$ cat src/rtl/core/modexp_pkg.sv
`default_nettype none
package modexp_pkg;
   localparam int WORD_BITS = 64;
   localparam int BIT_CNT_W = $clog2(WORD_BITS);

   typedef logic [WORD_BITS-1:0] word_type;

   localparam logic [0:0] CSR_MODULUS    = 1'b0;
   localparam logic [0:0] CSR_RECIPROCAL = 1'b1;

   typedef enum logic [2:0] {
      ST_IDLE,
      ST_REDUCE,
      ST_CHECK,
      ST_MUL,
      ST_SQR,
      ST_DONE
   } state_type;

   // request to the shared modular multiplier
   typedef struct packed {
      logic     start;
      word_type x;
      word_type y;
   } mul_req_type;

   typedef struct packed {
      logic     done;
      word_type product;
   } mul_rsp_type;
endpackage
`default_nettype wire

$ cat src/rtl/core/modular_exponentiation.sv
`default_nettype none
// modular exponentiation: rsp residue = base_value ^ power mod modulus
//
// channels: req (base and exponent in), rsp (residue out), csr (register writes)
// csr index 0 is the modulus, index 1 the reciprocal (kept, not used by the math)
// write csr only while the block is idle
//
// one word is taken at a time; req_tready is low while a word is in work
// the base is first reduced mod modulus, then each exponent bit gets a check
// step, every bit below the top set one a square on the shared bit-serial
// multiplier and every set bit a multiply on it; special cases (modulus zero
// or one, zero base, zero exponent) still take the base reduction pass
//
// reset (synchronous, active high) sets modulus to 1, reciprocal to 0 and
// drops all work; a stalled rsp holds its word until taken, and no new req
// is taken until then
module modular_exponentiation (
   input  wire logic        clock,
   input  wire logic        reset,
   input  wire logic        req_tvalid,
   output logic             req_tready,
   input  wire logic [127:0] req_tdata,   // base_value[63:0], power[127:64]
   output logic             rsp_tvalid,
   input  wire logic        rsp_tready,
   output logic [63:0]      rsp_tdata,    // residue[63:0]
   input  wire logic        csr_valid,
   output logic             csr_ready,
   input  wire logic [0:0]  csr_index,
   input  wire logic [63:0] csr_data
);
   import modexp_pkg::*;

   state_type   state_ff, state_in;
   word_type    modulus_ff, recip_ff;
   word_type    base_ff, base_in;     // running square
   word_type    exp_ff, exp_in;
   word_type    acc_ff, acc_in;       // running product
   logic        zero_ff, zero_in;     // result forced to zero
   logic        red_start;
   logic        red_done;
   word_type    red_rem;
   mul_req_type mreq;
   mul_rsp_type mrsp;

   assign csr_ready = 1'b1;

   always_ff @(posedge clock) begin
      if (reset) begin
         modulus_ff <= word_type'(1);
         recip_ff   <= '0;
      end else if (csr_valid) begin
         case (csr_index)
            CSR_MODULUS:    modulus_ff <= csr_data[WORD_BITS-1:0];
            CSR_RECIPROCAL: recip_ff   <= csr_data[WORD_BITS-1:0];
            default: ;
         endcase
      end
   end

   modexp_reduce u_reduce (
      .clock    (clock),
      .reset    (reset),
      .start    (red_start),
      .value    (req_tdata[WORD_BITS-1:0]),
      .modulus  (modulus_ff),
      .done     (red_done),
      .remainder(red_rem)
   );

   modexp_mulmod u_mulmod (
      .clock  (clock),
      .reset  (reset),
      .modulus(modulus_ff),
      .req    (mreq),
      .rsp    (mrsp)
   );

   // next state
   always_comb begin
      state_in = state_ff;
      case (state_ff)
         ST_IDLE:   if (req_tvalid) state_in = ST_REDUCE;
         ST_REDUCE: if (red_done) state_in = ST_CHECK;
         ST_CHECK: begin
            if (zero_ff || exp_ff == '0) state_in = ST_DONE;
            else if (exp_ff[0])          state_in = ST_MUL;
            else                         state_in = ST_SQR;
         end
         ST_MUL: begin
            if (mrsp.done) state_in = (exp_ff[WORD_BITS-1:1] == '0) ? ST_DONE : ST_SQR;
         end
         ST_SQR:    if (mrsp.done) state_in = ST_CHECK;
         ST_DONE:   if (rsp_tready) state_in = ST_IDLE;
         default:   state_in = ST_IDLE;
      endcase
   end

   // datapath and unit control
   always_comb begin
      base_in   = base_ff;
      exp_in    = exp_ff;
      acc_in    = acc_ff;
      zero_in   = zero_ff;
      red_start = 1'b0;
      mreq      = '0;
      case (state_ff)
         ST_IDLE: begin
            if (req_tvalid) begin
               red_start = 1'b1;
               exp_in    = req_tdata[64 +: WORD_BITS];
               zero_in   = (modulus_ff <= word_type'(1))
                        || (req_tdata[WORD_BITS-1:0] == '0 && req_tdata[64 +: WORD_BITS] != '0);
               acc_in    = word_type'(1);
            end
         end
         ST_REDUCE: if (red_done) base_in = red_rem;
         ST_CHECK: begin
            if (!(zero_ff || exp_ff == '0)) begin
               mreq.start = 1'b1;
               mreq.x     = exp_ff[0] ? acc_ff : base_ff;
               mreq.y     = base_ff;
            end
         end
         ST_MUL: begin
            if (mrsp.done) begin
               acc_in = mrsp.product;
               if (exp_ff[WORD_BITS-1:1] != '0) begin
                  mreq.start = 1'b1;
                  mreq.x     = base_ff;
                  mreq.y     = base_ff;
               end
            end
         end
         ST_SQR: begin
            if (mrsp.done) begin
               base_in = mrsp.product;
               exp_in  = exp_ff >> 1;
            end
         end
         default: ;
      endcase
   end

   always_ff @(posedge clock) begin
      base_ff <= base_in;
      exp_ff  <= exp_in;
      acc_ff  <= acc_in;
      zero_ff <= zero_in;
      if (reset) state_ff <= ST_IDLE;
      else       state_ff <= state_in;
   end

   assign req_tready = (state_ff == ST_IDLE);
   assign rsp_tvalid = (state_ff == ST_DONE);
   assign rsp_tdata  = zero_ff ? 64'd0 : acc_ff;
endmodule
`default_nettype wire

$ cat src/rtl/core/modexp_mulmod.sv
`default_nettype none
// bit-serial (x*y) mod n, one double-and-add step per cycle, msb of y first
module modexp_mulmod (
   input  wire logic                  clock,
   input  wire logic                  reset,
   input  wire modexp_pkg::word_type  modulus,
   input  wire modexp_pkg::mul_req_type req,
   output modexp_pkg::mul_rsp_type    rsp
);
   import modexp_pkg::*;

   word_type             acc_ff, acc_in;
   word_type             x_ff, x_in;
   word_type             y_ff, y_in;
   logic [BIT_CNT_W-1:0] cnt_ff, cnt_in;
   logic                 busy_ff, busy_in;
   logic                 done_ff, done_in;
   word_type             dbl;
   word_type             room;

   always_comb begin
      // acc + acc mod n
      room = modulus - acc_ff;
      dbl  = (acc_ff >= room) ? acc_ff - room : acc_ff + acc_ff;
   end

   always_comb begin
      word_type r2;
      r2      = modulus - x_ff;
      acc_in  = acc_ff;
      x_in    = x_ff;
      y_in    = y_ff;
      cnt_in  = cnt_ff;
      busy_in = busy_ff;
      done_in = 1'b0;
      if (req.start) begin
         acc_in  = '0;
         x_in    = req.x;
         y_in    = req.y;
         cnt_in  = '0;
         busy_in = 1'b1;
      end else if (busy_ff) begin
         if (y_ff[WORD_BITS-1])
            acc_in = (dbl >= r2) ? dbl - r2 : dbl + x_ff;
         else
            acc_in = dbl;
         y_in   = {y_ff[WORD_BITS-2:0], 1'b0};
         cnt_in = cnt_ff + 1'b1;
         if (cnt_ff == BIT_CNT_W'(WORD_BITS - 1)) begin
            busy_in = 1'b0;
            done_in = 1'b1;
         end
      end
   end

   always_ff @(posedge clock) begin
      acc_ff <= acc_in;
      x_ff   <= x_in;
      y_ff   <= y_in;
      cnt_ff <= cnt_in;
      if (reset) begin
         busy_ff <= 1'b0;
         done_ff <= 1'b0;
      end else begin
         busy_ff <= busy_in;
         done_ff <= done_in;
      end
   end

   assign rsp.done    = done_ff;
   assign rsp.product = acc_ff;
endmodule
`default_nettype wire

$ cat src/rtl/core/modexp_reduce.sv
`default_nettype none
// a mod n by restoring shift-subtract, one quotient bit per cycle
module modexp_reduce (
   input  wire logic                 clock,
   input  wire logic                 reset,
   input  wire logic                 start,
   input  wire modexp_pkg::word_type value,
   input  wire modexp_pkg::word_type modulus,
   output logic                      done,
   output modexp_pkg::word_type      remainder
);
   import modexp_pkg::*;

   word_type             rem_ff, rem_in;
   word_type             num_ff, num_in;
   logic [BIT_CNT_W-1:0] cnt_ff, cnt_in;
   logic                 busy_ff, busy_in;
   logic                 done_ff, done_in;

   always_comb begin
      logic [WORD_BITS:0] sh;
      sh      = {rem_ff, num_ff[WORD_BITS-1]};
      rem_in  = rem_ff;
      num_in  = num_ff;
      cnt_in  = cnt_ff;
      busy_in = busy_ff;
      done_in = 1'b0;
      if (start) begin
         rem_in  = '0;
         num_in  = value;
         cnt_in  = '0;
         busy_in = 1'b1;
      end else if (busy_ff) begin
         if (sh >= {1'b0, modulus})
            rem_in = WORD_BITS'(sh - {1'b0, modulus});
         else
            rem_in = sh[WORD_BITS-1:0];
         num_in = {num_ff[WORD_BITS-2:0], 1'b0};
         cnt_in = cnt_ff + 1'b1;
         if (cnt_ff == BIT_CNT_W'(WORD_BITS - 1)) begin
            busy_in = 1'b0;
            done_in = 1'b1;
         end
      end
   end

   always_ff @(posedge clock) begin
      rem_ff <= rem_in;
      num_ff <= num_in;
      cnt_ff <= cnt_in;
      if (reset) begin
         busy_ff <= 1'b0;
         done_ff <= 1'b0;
      end else begin
         busy_ff <= busy_in;
         done_ff <= done_in;
      end
   end

   assign done      = done_ff;
   assign remainder = rem_ff;
endmodule
`default_nettype wire

$ cat config.mk
export PLATFORM = sky130hd
export DESIGN_NAME = modular_exponentiation
export DESIGN_NICKNAME = d
export VERILOG_FILES = /design/src/rtl/core/modexp_pkg.sv /design/src/rtl/core/modular_exponentiation.sv /design/src/rtl/core/modexp_mulmod.sv /design/src/rtl/core/modexp_reduce.sv
export SDC_FILE = /design/constraint.sdc
export NUM_CORES = 2
export LEC_CHECK = 0
export BUFFER_PORTS_ARGS = -buffer_cell sky130_fd_sc_hd__buf_2
export CORE_UTILIZATION = 25
export CTS_BUF_LIST = sky130_fd_sc_hd__clkbuf_4
export CTS_CLUSTER_DIAMETER = 30
export DETAILED_ROUTE_END_ITERATION = 7
export GPL_ROUTABILITY_DRIVEN = 0
export MAX_ROUTING_LAYER = met4
export SLEW_MARGIN = 0
export SYNTH_ARGS = -nofsm -noshare
export SYNTH_HDL_FRONTEND = slang
export SYNTH_HIERARCHICAL = 1
export SYNTH_SLANG_ARGS = --single-unit
$ cat constraint.sdc
create_clock -name clock -period 9.7 [get_ports clock]
set_input_delay 0.485 -clock clock [delete_from_list [all_inputs] [get_ports clock]]
set_output_delay 0.485 -clock clock [all_outputs]
set_load 0.03 [all_outputs]
==> results <==
- The run finished, with violations left.
- The final reports fail on setup timing.
- After filler insertion, the fill cell instance count of the layout stands at 19.9k.
- Of the cells placed in the final design, the portion with a size suffix greater than 1 is 30.1%.
- Global routing finished with a remaining overflow of 0.
- The mean instance size in the synthesized netlist is 8.65 um2.
- The number of remaining DRC errors is 0.
- Summed over all instances, the cell type with the most area after synthesis is sky130_fd_sc_hd__edfxtp_1.
- In the post-synthesis netlist, the biggest area contributors are sky130_fd_sc_hd__edfxtp_1 23%, sky130_fd_sc_hd__ha_1 9.2%, sky130_fd_sc_hd__dfxtp_1 8.6%.
- The worst path in the final design needs a cycle of 9.87 ns, including I/O delays and setup.
- Across the run, the number of max-cap violations was 0.
- Entering global routing, the biggest net connects 89 pins.
- Setup repair after global routing could not meet its margin everywhere.
- TritonCTS built the clock tree.
- The setup path with the least slack is of type register to register.
- The core occupancy in the finished layout is 34.9%.
- The area used by multi-input combinational logic is 32900 um2.
- The synthesis warning total is 6.
- The number of DRC violations after detailed-routing iteration 0 is 5347.
- The endpoint class of the critical path is a register.
- Summing every instance area after synthesis gives 49300 um2.
- In this run the deepest clock path goes through 3 buffers.
- The total CTS buffers is 174.
- The final critical path takes up 102% of the cycle.
- The via count of the first global-routing pass came to 51.6k.
- The final-stage net count is 7744.
- The commonest cells after synthesis are 545 x sky130_fd_sc_hd__a21oi_1, 534 x sky130_fd_sc_hd__nand2_1, 385 x sky130_fd_sc_hd__edfxtp_1, 372 x sky130_fd_sc_hd__nor2_1, 364 x sky130_fd_sc_hd__ha_1.
- The number of unique standard cell types used by synthesis is 111.
- STA puts the critical path data required time at 10.80 ns.
- The clock transition at the register clock pins on the worst setup and hold paths after CTS is 0.07 ns.
- The peak supply drop is 152 uV.
- The total negative setup slack is -1.98 ns.
- The synthesized design contains 596 register bits.
- The initial core utilization is 25.2%.
- From left edge to right edge, the die measures 446 um.
- Clock skew on the completed layout was measured at 0.0947 ns.
- Setup slack on the critical path of the routed design comes to -0.172 ns.
- Measured along the y axis, the die boundary spans 446 um.
- Dividing total power by cell area gives a power density of 313 nW/um2.
- For this design, the slowest cell found on the critical path is sky130_fd_sc_hd__dfxtp_1.
- The total wire length after detailed routing is 221000 um.
- The H-tree depth is 4.
- The antenna violation net count after detailed routing is 0.
- The floorplan row count is 162.
- The count of cells in the finished layout, fillers not included, comes to 9971.
- For the worst-skew pair, the clock arrives at the later sink with an insertion delay of 1.23 ns.
- The dominant cell type by count on the critical path is sky130_fd_sc_hd__buf_12.
- The share of synthesized registers carrying an async set or reset is 0%.
- For this block, the via count after detailed routing is 53.1k.
- For this run, the slowest stage of the critical path takes 0.38 ns.
- Synthesis handed over a netlist of 5701 instances.
- The most used standard cell by instance count after synthesis is sky130_fd_sc_hd__a21oi_1.
- The number of antenna violations at the first check in global routing is 18.
- STA classifies the critical path startpoint as a register.
- The final count of hold timing violations is 0.
- The finished cells cover 68200 um2.
- The final number of max-transition violations is 0.
- The area of the core is 195000 um2.
- The root buffer cell is sky130_fd_sc_hd__clkbuf_4.
- The total die area is 199000 um2.
- The port buffer count is 263.
- The final routed wire length divided by cell count is 22.2 um.
- The transition at the pin with the smallest max-transition slack is 1.22 ns.
- The area added between synthesis and finish is 38.3%.
- The worst hold path belongs to the class input port to register.
- The total setup violations reported at the end of the flow is 34.
- Summing all flip-flop and latch instances after layout gives 15800 um2.
- The total cell area at the placement stage is 59900 um2.
- The flip-flop cell with the highest count after synthesis is sky130_fd_sc_hd__edfxtp_1.
- The data arrival time of the worst path is 10.97 ns.
- Counting flops with a built-in enable in the synthesized netlist gives 385.
- Across every metal layer, demand over resource in global routing totals 21.8%.
- CTS saw 596 sinks.
- For this run, the detailed router's first-pass iteration total came to 8.
- Summing the sequential cell areas from Yosys gives 32.0% of the chip area.
- In this run the tightest slew margin relative to its limit is 18.5%.
- The static leakage is 0.0295 uW.
- Detailed placement ended at an HPWL of 167000 um.
- Dividing the detail-routed via count by the number of cells gives 5.32.
- In this run the biggest area consumer among cell types represents 23.4% of the synthesized area.
- 265 I/O pins were placed.
- The first global-routing pass estimated 321000 um of wire.
- Based on the critical path, the design can be clocked at up to 101 MHz.
- The maximum net fanout on the critical path is 6.
- The number of nets handed over by synthesis was 6267.
- The cell count after placement is 9235.
==> worst paths after layout <==
path,slack [ns],from,end,depth (start not counted)
hold / removal,0.08,csr_valid,modulus_ff[49]$_SDFFE_PP0P_,5
setup / recovery,-0.17,u_mulmod/acc_ff[0]$_SDFFE_PP0P_,u_mulmod/acc_ff[2]$_SDFFE_PP0P_,53
hold reg to reg,0.49,u_mulmod/cnt_ff[5]$_SDFFE_PP0P_,u_mulmod/cnt_ff[5]$_SDFFE_PP0P_,2
setup reg to reg,-0.17,u_mulmod/acc_ff[0]$_SDFFE_PP0P_,u_mulmod/acc_ff[2]$_SDFFE_PP0P_,53
==> registers in the layout, indices dropped and copies added, names as in the netlist, 3 cells and up <==
signal / flops
base_ff: 64
u_mulmod/cnt_ff: 6
exp_ff: 64
u_mulmod/y_ff: 64
u_reduce/remainder: 64
u_mulmod/acc_ff: 64
u_reduce/cnt_ff: 6
u_reduce/num_ff: 64
u_mulmod/x_ff: 64
modulus_ff: 64
state_ff: 3
acc_ff: 64
==> cell usage in the layout, fill, tap and decap left out, types with 50 or more instances in the layout <==
cell type	n
sky130_fd_sc_hd__nand2b_1	53
sky130_fd_sc_hd__clkbuf_4	236
sky130_fd_sc_hd__dlygate4sd3_1	283
sky130_fd_sc_hd__a21boi_0	76
sky130_fd_sc_hd__ha_1	345
sky130_fd_sc_hd__nand4_1	110
sky130_fd_sc_hd__and3_1	98
sky130_fd_sc_hd__dfxtp_1	207
sky130_fd_sc_hd__nor3_1	69
sky130_fd_sc_hd__a21oi_2	60
sky130_fd_sc_hd__o21bai_1	70
sky130_fd_sc_hd__nand3_1	75
sky130_fd_sc_hd__a21oi_1	479
sky130_fd_sc_hd__buf_4	985
sky130_fd_sc_hd__a31oi_1	50
sky130_fd_sc_hd__a22o_1	68
sky130_fd_sc_hd__o21ai_1	54
sky130_fd_sc_hd__o21ai_0	231
sky130_fd_sc_hd__nor2_1	349
sky130_fd_sc_hd__a21o_1	224
sky130_fd_sc_hd__buf_2	263
sky130_fd_sc_hd__nor4_1	75
sky130_fd_sc_hd__mux2_2	257
sky130_fd_sc_hd__nand2_1	515
sky130_fd_sc_hd__inv_1	318
sky130_fd_sc_hd__edfxtp_1	385
sky130_fd_sc_hd__nor2b_1	98
sky130_fd_sc_hd__xnor2_1	219
sky130_fd_sc_hd__xor2_1	141
==> worst max-delay path, delay by kind of cell (launching register included) <==
kind / cells / cell delay [ns]
and+or+nand+nor: 9 / 1.13
AOI/OAI and AO/OA: 23 / 4.37
xor gates and xnor gates: 2 / 0.30
adders and majority gates: 5 / 1.34
muxes: 2 / 0.46
buffers and inverters: 12 / 1.74
DFF: 1 / 0.38
==> metrics by stage <==
stage          hold slack [ns]  worst slack (ns)  total power (uW)
5_1_grt                 0.0701            -0.372             22500
4_1_cts               0.000247         -0.000647             20000
3_3_place_gp             0.463            -0.953             16300
3_5_place_dp             0.489             -1.04             16400
6_report                0.0806            -0.172             21300
2_1_floorplan            0.454           0.00760             11000
==> kinds of logic (layout without fill, tap and decap cells) <==
| group | Yosys count | in the layout | share of synthesized area, % |
|---|---|---|---|
| compound gates | 1789 | 1790 | 23.8 |
| simple gates | 1637 | 1637 | 16.0 |
| buf+inv | 621 | 2245 | 5.05 |
| flops | 596 | 596 | 32.0 |
| fa+ha+maj | 387 | 387 | 9.79 |
| xor+xnor | 369 | 369 | 6.55 |
| mux | 301 | 301 | 6.77 |
| other cells | 1 | 22 | 0.00760 |
==> metal layers <==
layer  global-route usage [%]  up-vias  routed length, um
met4                     14.6        0              17100
li1                         -    24100                  -
met2                     33.8     2908              98400
met1                     25.6    25300              85200
met3                     4.31      713              20200
met5                        -        -                  0
==> repair_timing <==
item	in CTS	in global routing
setup buffers	57	47
hold buffers	283	0
resized for setup	223	243
pin swaps	120	177
endpoints found under the hold margin	206	0
gates cloned	7	4
setup endpoints to repair	64	64
==> cell type report <==
cell class	count	share of cell area, %
Multi-Input combinational cell	4485	48.2
Sequential cell	596	23.2
Timing Repair Buffer	1593	18.5
Tap cell	2624	4.82
Clock buffer	236	2.60
Inverter	328	1.81
Clock inverter	88	0.890
Antenna cell	21	0.0771
==> power by group <==
group | internal (uW) | total (uW) | switching (uW)
registers | 3030 | 3450 | 419
logic | 7050 | 15300 | 8210
clock network | 1320 | 2630 | 1300
(Power assumes the default switching activity.)
